<file path="src/design/utf8sct_pkg.sv">
// types, constants and the lead byte decoder of the utf8 truncator
`default_nettype none
package utf8sct_pkg;

  localparam int COUNT_BITS    = 16;
  localparam int CFG_BITS      = 16;
  localparam int CMP_BITS      = (COUNT_BITS > CFG_BITS) ? COUNT_BITS : CFG_BITS;
  localparam int HELD_DEPTH    = 5;
  localparam int BURST_BYTES   = HELD_DEPTH + 1;
  localparam int FIFO_DEPTH    = 4;
  localparam int FIFO_PTR_BITS = $clog2(FIFO_DEPTH);

  localparam logic [CFG_BITS-1:0] MAX_CHARS_RESET = CFG_BITS'(50);

  localparam logic [7:0] BYTE_NUL   = 8'h00;
  localparam logic [7:0] BYTE_CR    = 8'h0d;
  localparam logic [7:0] BYTE_LF    = 8'h0a;
  localparam logic [7:0] BYTE_TAB   = 8'h09;
  localparam logic [7:0] BYTE_SPACE = 8'h20;

  typedef logic [2:0] len_t;

  // one finished output run: up to six bytes, emitted from index 0 up
  typedef struct packed {
    logic [BURST_BYTES-1:0][7:0] bytes;
    len_t                        len;
  } burst_t;

  typedef struct packed {
    logic full;
    logic empty;
  } fifo_status_t;

  // byte count of a utf8 sequence from its lead byte, zero when invalid
  function automatic len_t lead_length(input logic [7:0] b);
    len_t len;
    if ((b & 8'h80) == 8'h00) begin
      len = 3'd1;
    end else if ((b & 8'he0) == 8'hc0) begin
      len = 3'd2;
    end else if ((b & 8'hf0) == 8'he0) begin
      len = 3'd3;
    end else if ((b & 8'hf8) == 8'hf0) begin
      len = 3'd4;
    end else if ((b & 8'hfc) == 8'hf8) begin
      len = 3'd5;
    end else if ((b & 8'hfe) == 8'hfc) begin
      len = 3'd6;
    end else begin
      len = 3'd0;
    end
    return len;
  endfunction

endpackage
`default_nettype wire

</file>
<file path="src/design/utf8_space_collapsing_truncator_top.sv">
// Top level of the utf8 space-collapsing truncator.
// Input stream s_*: one string byte per beat, a zero byte ends the string.
// Output stream m_*: copied bytes; m_tlast marks the last byte produced by
// one input byte (a whole utf8 character, a space, or the zero terminator).
// cfg_*: writes max_chars, always ready; write only while the block is idle.
// A character is queued whole once its last byte arrives, and the output
// stage sends it one byte per cycle while m_tready is high, so a beat that
// completes something passes the queue and output register before m_*.
// Throughput: one input byte per cycle while the queue is not full; the
// output serialiser sends one byte per cycle while m_tready is high, so
// a six-byte character holds it while the four-run queue absorbs input.
// When m_tready is low the current byte holds on m_*, the queue fills and
// s_tready drops only once all four queue slots are taken.
// Reset (rst, synchronous): queue and output emptied, max_chars back to 50,
// string state back to start of string with leading spaces suppressed.
`default_nettype none
module utf8_space_collapsing_truncator_top (
  input  wire logic                             clk,
  input  wire logic                             rst,
  input  wire logic                             s_tvalid,
  output logic                                  s_tready,
  input  wire logic [7:0]                       s_tdata,   // [7:0] data_byte
  output logic                                  m_tvalid,
  input  wire logic                             m_tready,
  output logic [7:0]                            m_tdata,   // [7:0] out_byte
  output logic                                  m_tlast,   // run_last
  input  wire logic                             cfg_valid,
  output logic                                  cfg_ready,
  input  wire logic [utf8sct_pkg::CFG_BITS-1:0] cfg_data   // max_chars
);
  import utf8sct_pkg::*;

  fifo_status_t q_status;
  burst_t       push_burst;
  burst_t       head;
  logic         push;
  logic         pop;

  utf8sct_front u_front (
    .clk        (clk),
    .rst        (rst),
    .s_tvalid   (s_tvalid),
    .s_tready   (s_tready),
    .s_tdata    (s_tdata),
    .cfg_valid  (cfg_valid),
    .cfg_ready  (cfg_ready),
    .cfg_data   (cfg_data),
    .q_status   (q_status),
    .push       (push),
    .push_burst (push_burst)
  );

  utf8sct_fifo u_fifo (
    .clk        (clk),
    .rst        (rst),
    .push       (push),
    .push_burst (push_burst),
    .pop        (pop),
    .head       (head),
    .status     (q_status)
  );

  utf8sct_back u_back (
    .clk      (clk),
    .rst      (rst),
    .q_status (q_status),
    .head     (head),
    .pop      (pop),
    .m_tvalid (m_tvalid),
    .m_tready (m_tready),
    .m_tdata  (m_tdata),
    .m_tlast  (m_tlast)
  );

endmodule
`default_nettype wire

</file>
<file path="src/design/utf8sct_fifo.sv">
// small queue of finished runs between the classifier and the serialiser
`default_nettype none
module utf8sct_fifo (
  input  wire logic                      clk,
  input  wire logic                      rst,
  input  wire logic                      push,
  input  wire utf8sct_pkg::burst_t       push_burst,
  input  wire logic                      pop,
  output utf8sct_pkg::burst_t            head,
  output utf8sct_pkg::fifo_status_t      status
);
  import utf8sct_pkg::*;

  burst_t                   mem [FIFO_DEPTH];
  logic [FIFO_PTR_BITS-1:0] wr_ptr;
  logic [FIFO_PTR_BITS-1:0] rd_ptr;
  logic [FIFO_PTR_BITS:0]   count;

  assign status.full  = (count == (FIFO_PTR_BITS+1)'(FIFO_DEPTH));
  assign status.empty = (count == '0);
  assign head         = mem[rd_ptr];

  always_ff @(posedge clk) begin
    if (push) begin
      mem[wr_ptr] <= push_burst;
    end
  end

  always_ff @(posedge clk) begin
    if (rst) begin
      wr_ptr <= '0;
      rd_ptr <= '0;
      count  <= '0;
    end else begin
      if (push) begin
        wr_ptr <= wr_ptr + 1'b1;
      end
      if (pop) begin
        rd_ptr <= rd_ptr + 1'b1;
      end
      case ({push, pop})
        2'b10:   count <= count + 1'b1;
        2'b01:   count <= count - 1'b1;
        default: count <= count;
      endcase
    end
  end

endmodule
`default_nettype wire

</file>
<file path="src/design/utf8sct_front.sv">
// input side: takes bytes, tracks string state and queues finished runs
`default_nettype none
module utf8sct_front (
  input  wire logic                           clk,
  input  wire logic                           rst,
  input  wire logic                           s_tvalid,
  output logic                                s_tready,
  input  wire logic [7:0]                     s_tdata,   // [7:0] data_byte
  input  wire logic                           cfg_valid,
  output logic                                cfg_ready,
  input  wire logic [utf8sct_pkg::CFG_BITS-1:0] cfg_data,  // max_chars
  input  wire utf8sct_pkg::fifo_status_t      q_status,
  output logic                                push,
  output utf8sct_pkg::burst_t                 push_burst
);
  import utf8sct_pkg::*;

  logic [CFG_BITS-1:0]   max_chars;
  logic [7:0]            held_bytes [HELD_DEPTH];
  len_t                  bytes_still_needed, bytes_still_needed_next;
  len_t                  held_count, held_count_next;
  logic [COUNT_BITS-1:0] items_emitted, items_emitted_next;
  logic                  suppress_space, suppress_space_next;
  logic                  halted, halted_next;

  logic       accept;
  logic [7:0] b;
  len_t       lead_len;
  logic       limit_hit;
  logic       hold_we;
  len_t       hold_idx;
  logic       count_up;

  assign s_tready  = !q_status.full;
  assign cfg_ready = 1'b1;
  assign accept    = s_tvalid && s_tready;
  assign b         = s_tdata;
  assign lead_len  = lead_length(b);
  assign limit_hit = CMP_BITS'(items_emitted) >= CMP_BITS'(max_chars);

  always_comb begin
    bytes_still_needed_next = bytes_still_needed;
    held_count_next         = held_count;
    suppress_space_next     = suppress_space;
    halted_next             = halted;
    push                    = 1'b0;
    hold_we                 = 1'b0;
    hold_idx                = held_count;
    count_up                = 1'b0;
    if (accept) begin
      if (b == BYTE_NUL) begin
        push                    = (max_chars != '0);
        bytes_still_needed_next = '0;
        held_count_next         = '0;
        suppress_space_next     = 1'b1;
        halted_next             = 1'b0;
      end else if (bytes_still_needed != '0) begin
        // any nonzero byte continues an open character
        if (bytes_still_needed == 3'd1) begin
          push                    = 1'b1;
          count_up                = 1'b1;
          held_count_next         = '0;
          bytes_still_needed_next = '0;
          suppress_space_next     = 1'b0;
        end else begin
          hold_we                 = (held_count < len_t'(HELD_DEPTH));
          held_count_next         = held_count + 3'd1;
          bytes_still_needed_next = bytes_still_needed - 3'd1;
        end
      end else if (halted || limit_hit) begin
        // copying stopped until the terminator
      end else if (b == BYTE_CR || b == BYTE_LF || b == BYTE_TAB) begin
        // dropped
      end else if (b == BYTE_SPACE) begin
        if (!suppress_space) begin
          push                = 1'b1;
          count_up            = 1'b1;
          suppress_space_next = 1'b1;
        end
      end else if (lead_len == 3'd0) begin
        halted_next = 1'b1;
      end else if (lead_len == 3'd1) begin
        push                = 1'b1;
        count_up            = 1'b1;
        suppress_space_next = 1'b0;
      end else begin
        hold_we                 = 1'b1;
        hold_idx                = '0;
        held_count_next         = 3'd1;
        bytes_still_needed_next = lead_len - 3'd1;
      end
    end
  end

  always_comb begin
    items_emitted_next = items_emitted;
    if (accept && b == BYTE_NUL) begin
      items_emitted_next = '0;
    end else if (count_up && items_emitted != '1) begin
      items_emitted_next = items_emitted + 1'b1;
    end
  end

  // held bytes first, then the byte that closes the run
  always_comb begin
    for (int i = 0; i < BURST_BYTES; i++) begin
      push_burst.bytes[i] = b;
    end
    for (int i = 0; i < HELD_DEPTH; i++) begin
      if (b != BYTE_NUL && len_t'(i) < held_count) begin
        push_burst.bytes[i] = held_bytes[i];
      end
    end
    push_burst.len = (b == BYTE_NUL) ? 3'd1 : held_count + 3'd1;
  end

  always_ff @(posedge clk) begin
    if (hold_we) begin
      held_bytes[hold_idx] <= b;
    end
  end

  always_ff @(posedge clk) begin
    if (rst) begin
      max_chars          <= MAX_CHARS_RESET;
      bytes_still_needed <= '0;
      held_count         <= '0;
      items_emitted      <= '0;
      suppress_space     <= 1'b1;
      halted             <= 1'b0;
    end else begin
      if (cfg_valid && cfg_ready) begin
        max_chars <= cfg_data;
      end
      bytes_still_needed <= bytes_still_needed_next;
      held_count         <= held_count_next;
      items_emitted      <= items_emitted_next;
      suppress_space     <= suppress_space_next;
      halted             <= halted_next;
    end
  end

endmodule
`default_nettype wire

</file>
<file path="src/design/utf8sct_back.sv">
// output side: serialises queued runs one byte per beat
`default_nettype none
module utf8sct_back (
  input  wire logic                      clk,
  input  wire logic                      rst,
  input  wire utf8sct_pkg::fifo_status_t q_status,
  input  wire utf8sct_pkg::burst_t       head,
  output logic                           pop,
  output logic                           m_tvalid,
  input  wire logic                      m_tready,
  output logic [7:0]                     m_tdata,   // [7:0] out_byte
  output logic                           m_tlast    // run_last
);
  import utf8sct_pkg::*;

  burst_t cur;
  logic   cur_valid;
  len_t   idx;
  logic   last_beat;

  assign last_beat = (idx == cur.len - 3'd1);
  assign pop       = !q_status.empty && (!cur_valid || (m_tready && last_beat));
  assign m_tvalid  = cur_valid;
  assign m_tdata   = cur.bytes[idx];
  assign m_tlast   = last_beat;

  always_ff @(posedge clk) begin
    if (pop) begin
      cur <= head;
    end
  end

  always_ff @(posedge clk) begin
    if (rst) begin
      cur_valid <= 1'b0;
      idx       <= '0;
    end else if (pop) begin
      cur_valid <= 1'b1;
      idx       <= '0;
    end else if (cur_valid && m_tready) begin
      if (last_beat) begin
        cur_valid <= 1'b0;
      end else begin
        idx <= idx + 3'd1;
      end
    end
  end

endmodule
`default_nettype wire

</file>
<file path="config.mk">
export PLATFORM = sky130hd
export DESIGN_NAME = utf8_space_collapsing_truncator_top
export DESIGN_NICKNAME = d
export VERILOG_FILES = /design/src/design/utf8sct_pkg.sv /design/src/design/utf8_space_collapsing_truncator_top.sv /design/src/design/utf8sct_fifo.sv /design/src/design/utf8sct_front.sv /design/src/design/utf8sct_back.sv
export SDC_FILE = /design/constraint.sdc
export NUM_CORES = 1
export LEC_CHECK = 0
export ABC_AREA = 1
export CORE_MARGIN = 1
export CORE_UTILIZATION = 30
export DETAILED_ROUTE_END_ITERATION = 12
export DONT_BUFFER_PORTS = 1
export HOLD_SLACK_MARGIN = 0.02
export PLACE_DENSITY_LB_ADDON = 0.3
export SYNTH_ARGS = -nofsm -noshare
export SYNTH_HDL_FRONTEND = slang
export SYNTH_SLANG_ARGS = --single-unit
</file>
<file path="constraint.sdc">
create_clock -name clk -period 12.6 [get_ports clk]
set_clock_uncertainty 0.05 [all_clocks]
set_input_delay 3.15 -clock clk [delete_from_list [all_inputs] [get_ports clk]]
set_output_delay 3.15 -clock clk [all_outputs]
set_load 0.005 [all_outputs]
</file>
==> results.md, run 1 <==
* Outcome: finished, final reports clean
* Clock transition at path regs at approximately 0.06 ns
* Pwr dens at 219 mW/mm²
* Min Tclk post-route at 6.23 ns
* Clk sinks at 346
* Fraction of layout instances using a drive strength above 1 at 7.78%
* Ys Warns at 0
* GR Util All Layers at between 10% and 20%
* Routability cong. at 0.827
* Critical Path RT at between 9 and 10 ns
* Mapped Area at around 0.014 mm²
* Worst hold slack at 0.429 ns
* Initial antenna violation count at 2
* Crit path capture type: output port
* Nets@finish at ~1300
* Synth area leaders: edfxtp_1 (61%), dfxtp_1 (7.1%), o21ai_0 (5.7%)
* Area grow syn2layout at 13.4%
* Fin cells at about 1900
* Gr ovfl total at 0
* Crit path max fanout at 27
* Final setup fails at 0
* #FFs+latches synth at about 350
* PortBufs at 0
* Routed Antenna Nets at 0
* Sequential fraction of the synthesis area at 68.3%
* Max Slew Vio Count at 0
* # diodes at 0
* Root Buffer: clkbuf_16
* Drt first pass iters at 5
* Max-cap violations at 0
* Largest net degree at the start of global routing at roughly 100
* Initial core utilization at a little under a third
* DRT Wirelength at between 30000 and 40000 µm
* Standby leakage power at 5.59 nW
* Vias per cell at 4.86
* Top cell type's share of synthesized area at between 60% and 70%
* Setup ws final at 6.37 ns
* Core area at ~0.048 mm²
* Number of remaining DRC errors at 0
* Post-CTS Hold Buffers at 0
* Syn nets at 1309
* Number of synthesized flops with an enable pin at between 200 and 300
* Cts repair resizes at 0
* Number of cells on the worst reg-to-reg path at 15
* Peak Freq at 0.160 GHz
* Hold Crit Start: u_front.max_chars[7]
* Worst setup SP type: register
* Top_reg_cell synth: edfxtp_1
* Area leader, netlist: edfxtp_1
* Clock buffer depth at 3
* Slew headroom at a little under a third
* Setup CP Type: reg -> out
* Setup slack, reg-to-reg at 8.68 ns
* Final hold violation count at 0
* Reg2reg start: u_back.idx[0]
* Core Rows at 80
* Ys async rst share at 0%
* Hold/Removal Path Class: reg -> reg
* Post-Syn Instances at 1250
* CTS tree: yes
* Hold Path Sink: u_front.max_chars[7]
* Die Footprint at 0.0491 mm²
* RSZ-0062 raised after global routing: false
* Post-DP HPWL at roughly 21000 µm
* WL per Instance at between 15 and 20 µm
* Synthesized area per cell at 11.6 µm²
* Clk_lat worst skew at approximately 0.57 ns
* H-tree depth at 2
* VDD IR max at around 0.1 mV
* Hold Path Depth at 2
* Slew @ Worst Pin at around 1 ns
* # IOs at just over 40
* Num CTS Buffers at 40
* Total Negative Setup Slacks at 0 ns
* Post-synthesis cell type count at 46
* Period utilization at roughly half
* Layout Utilization at 34.4%
* Vias in the first global route at 8790
* Post-CTS setup buffer count at 0
* Dpl ws at ~6.3 ns
* Initial detailed-routing violation count at 850
* Die width at around 220 µm
* Critical Path AT at about 3 ns
* Cell total after placement at 1815
* Die H at 222 µm
* Worst reg2reg path endpoint: u_fifo.count[2]
* First-pass GRT wire length at just over 50000 µm
* Via count at just over 9000
## per-stage QoR
step	area, µm²	total power, mW
after floorplan	14500	2.19
after global routing	16400	3.78
final	16400	3.58
after detailed placement	15100	2.47
after CTS	16400	3.62
after global placement	15100	2.46
## power breakdown
group	leakage (nW)	internal [mW]	switching, mW
clock	0.639	0.692	0.458
sequential	3.10	1.54	0.0779
combinational	1.84	0.204	0.610
total	5.59	2.44	1.15
## how the worst max path moves through the flow
stage	startpoint	end	slack, ns	depth (start not counted)
6_report	u_back.idx[0]	m_tdata[1]	6.37	5
5_1_grt	u_back.idx[0]	m_tdata[6]	6.00	5
4_1_cts	u_back.idx[0]	m_tdata[6]	6.24	5
3_5_place_dp	s_tdata[7]	u_fifo.mem[2][4]	6.25	12
3_3_place_gp	s_tdata[7]	u_fifo.mem[1][49]	6.32	12
2_1_floorplan	m_tready	u_fifo.count[2]	5.53	11
## worst max-delay path, cell delays in order (launching register included)
cell and delay (ns):
dfxtp_1 0.89, clkinv_1 0.89, nor2_1 0.32, o32ai_1 0.12, nand2_1 0.07, o21ai_0 0.18
## kinds of logic (layout without fill, tap and decap cells)
kind of cell	Yosys count	after routing	share of synthesized area, %
compound gates	325	325	12.2
fa+ha+maj	30	30	2.65
xor+xnor	19	19	1.15
flops	346	346	68.3
simple gates	390	390	11.7
buf+inv	139	161	3.95
other cells	1	1	0.0259
## cell usage in the layout (no fill, tap or decap), types with 8 or more instances in the layout
cell,instances
a21oi_1,81
buf_4,10
clkbuf_1,12
clkbuf_16,40
dfxtp_1,50
edfxtp_1,295
ha_1,29
inv_1,70
nand2_1,105
nand3_1,23
nand4_1,24
nor2_1,200
nor3_1,9
o21ai_0,166
o22ai_1,53
o32ai_1,8
xnor2_1,8
xor2_1,11
## cells in the mapped netlist, drive strengths merged (2+ instances only)
library cell  number
nor4               5
xnor2              8
o21ai            172
nand2            109
dfxtp             51
inv               75
o22ai             53
o32ai              8
nor3              12
nand4             26
nor2             207
a21boi             2
edfxtp           295
nand3             26
a21oi             83
o21a               2
buf               18
clkbuf            42
nor3b              3
xor2              11
clkinv             4
ha                29
## sequential cells by signal, indices dropped and copies added (netlist names)
| name | cells |
|---|---|
| u_fifo.mem | 204 |
| u_back.cur | 51 |
| u_front.held_bytes | 40 |
| u_front.items_emitted | 16 |
| u_front.max_chars | 16 |
| u_back.idx | 3 |
| u_fifo.count | 3 |
| u_front.bytes_still_needed | 3 |
| u_front.held_count | 3 |
| u_fifo.rd_ptr | 2 |
| u_fifo.wr_ptr | 2 |
| u_back.m_tvalid | 1 |
| u_front.halted | 1 |
| u_front.suppress_space | 1 |
## final cells by class
| class | instances | area (µm²) |
|---|---|---|
| clock inverters | 17 | 240 |
| multi-input cells | 765 | 4050 |
| fillers | 4695 | 31200 |
| well taps | 615 | 769 |
| flip-flops and latches | 346 | 9880 |
| clock buffers | 55 | 1090 |
| repair buffers | 10 | 75.1 |
| inverters | 79 | 298 |
## per-layer routing
metal | vias to the layer above | routed length [µm] | track usage [%]
met5 | - | 0 | 0
met4 | 0 | 772 | 4.28
met3 | 56 | 2660 | 3.63
met2 | 254 | 14200 | 19.8
met1 | 4388 | 15600 | 19.5
li1 | 4474 | - | -
Power figures use the tool's default switching activity.
==> run 2: changes to the inputs <==
==> constraint.sdc (replaced) <==
create_clock -name clk -period 5.5 [get_ports clk]
set_clock_uncertainty 0.05 [all_clocks]
set_input_delay 1.375 -clock clk [delete_from_list [all_inputs] [get_ports clk]]
set_output_delay 1.375 -clock clk [all_outputs]
set_load 0.005 [all_outputs]
==> run 2 against run 1 <==
Compared with the run above: worst setup slack got worse by 5.0 ns; largest cell class unchanged; global-route usage rose by 0.63 points; die area unchanged; clock-buffer cell count fell by 11; clock power is 120% higher; largest power group unchanged; register-to-register slack worse by 6.9 ns; cell count about the same; via count rose by 1.5%; sequential power up 130%; highest routed layer unchanged; total power up 130%.
==> results.md, run 2 (synthesis gave the netlist of run 1 again) <==
* Outcome: finished, final reports clean
* Clock transition at path regs at about 0.050 ns
* Number of remaining DRC errors at 0
* Met1 wire length at 16700 µm
* Fraction of layout instances using a drive strength above 1 at 7.78%
* Sw Share at 32.3%
* End point of the critical path: m_tdata[1]
* Crit path max fanout at 27
* Post-CTS Hold Buffers at 0
* GR Util All Layers at roughly 14%
* Clk sinks at 346
* Clock buffer depth at 3
* VDD IR max at 0.226 mV
* Finished Cell Area at about 0.016 mm²
* Routed Antenna Nets at 0
* Final hold violation count at 0
* Multi-input gate area in the final layout at roughly 0.0040 mm²
* Area grow syn2layout at 13.2%
* Slew @ Worst Pin at between 0.9 and 1 ns
* Initial detailed-routing violation count at ~850
* Final setup fails at 0
* Peak Freq at around 0.24 GHz
* Met2 wire length at around 15000 µm
* DRT Wirelength at approximately 35000 µm
* Worst reg2reg path endpoint: u_fifo.count[2]
* Commonest non-fill, non-tap cell in the layout: edfxtp_1
* Vias in the first global route at 8747
* Cts repair resizes at 0
* PortBufs at 0
* Clk pwr share at 30.7%
* Post-CTS setup buffer count at 0
* Core area at 0.0476 mm²
* Slew headroom at around 33%
* Cell internal pwr at around 5.5 mW
* Worst setup SP type: register
* Hold Crit Start: u_front.max_chars[3]
* WL per Instance at 18.4 µm
* Post-DP Area at 0.0151 mm²
* Hold/Removal Path Class: reg -> reg
* Standby leakage power at roughly 5.6 nW
* Commonest cells after routing, fill and taps aside: edfxtp_1 (295), nor2_1 (200), o21ai_0 (166)
* Setup slack, reg-to-reg at about 1.7 ns
* Critical Path AT at 2.69 ns
* Max-cap violations at 0
* H-tree depth at 2
* Reg2reg start: u_front.items_emitted[11]
* Comb pwr share at a little under a quarter
* Min Tclk post-route at roughly 4.1 ns
* Initial antenna violation count at 2
* # IOs at 41
* Core Rows at 80
* Worst hold slack at about 0.43 ns
* Largest net degree at the start of global routing at 70
* Die Footprint at 0.0491 mm²
* Max Slew Vio Count at 0
* # diodes at 0
* Setup CP Type: reg -> out
* Pwr dens at around 500 mW/mm²
* Biggest regs: u_fifo.mem: 204 flops, u_back.cur: 51 flops, u_front.held_bytes: 40 flops
* Critical Path RT at just over 4 ns
* Crit path from: u_back.idx[0]
* Die width at 222 µm
* Sw Pwr at roughly 2.6 mW
* Drt first pass iters at 6
* Via count at slightly above 9000
* Gr ovfl total at 0
* Max layer used: met4
* Post-DP HPWL at roughly 23000 µm
* Initial core utilization at between 30 and 40%
* Storage element area at 0.00988 mm²
* Die H at 222 µm
* Root Buffer: clkbuf_16
* Routability cong. at 0.858
* Number of cells on the worst reg-to-reg path at 17
* First-pass GRT wire length at roughly 53000 µm
* Fillers at roughly 4700
* Clk_lat worst skew at 0.55 ns
* Crit path capture type: output port
* RSZ-0062 raised after global routing: false
* Num CTS Buffers at 39
* Sequential share of power at 45.6%
* Total Negative Setup Slacks at 0 ns
* Vias per cell at just under 5
* Most flop-heavy register: u_fifo.mem
* Met3 WL at a little over 2000 µm
* Period utilization at around 75%
* Number of flip-flops in the largest register at between 200 and 250
* CTS tree: yes
* Nets@finish at roughly 1300
run 2: final cells by class:
type,instances,area share [%]
clock buffers,44,6.21
clock inverters,26,1.28
inverters,79,1.82
multi-input cells,765,24.7
flip-flops and latches,346,60.4
well taps,615,4.70
repair buffers,13,0.902
run 2: through the flow:
stage	power [mW]	instances	setup slack [ns]	util [%]
2_1_floorplan	5.01	1250	0.207	-
3_3_place_gp	5.68	1818	1.01	31.8
3_5_place_dp	5.70	1818	1.00	31.8
4_1_cts	8.20	1888	1.29	34.4
5_1_grt	8.54	1888	1.15	34.4
6_report	8.11	1888	1.38	34.4
run 2: per-layer routing:
layer  vias to the layer above  global-route usage (%)
li1                       4477                       -
met1                      4529                    20.5
met2                       256                    21.5
met3                        44                    2.52
met4                         0                    4.70
met5                         -                       0
run 2: how the worst min path moves through the flow:
stage                     depth (start not counted)                      to
final                                             2    u_front.max_chars[3]
after CTS                                         1         u_fifo.count[0]
after detailed placement                          2  u_front.suppress_space
after global routing                              2          u_front.halted
after global placement                            1         u_fifo.count[0]
after floorplan                                   2  u_front.suppress_space
run 2: power by group through the flow:
stage	Clock, mW	Sequential [mW]	Combinational [mW]
after floorplan	0	3.71	1.30
after global placement	0	3.75	1.93
after detailed placement	0	3.76	1.95
after CTS	2.55	3.70	1.95
after global routing	2.64	3.74	2.15
final	2.49	3.70	1.92
run 2: worst max-delay path: stages (launching register included):
cell,delay (ns)
dfxtp_1,0.30
buf_4,0.29
clkinv_1,0.78
nor2_1,0.30
o32ai_1,0.13
nand2_1,0.07
o21ai_0,0.26
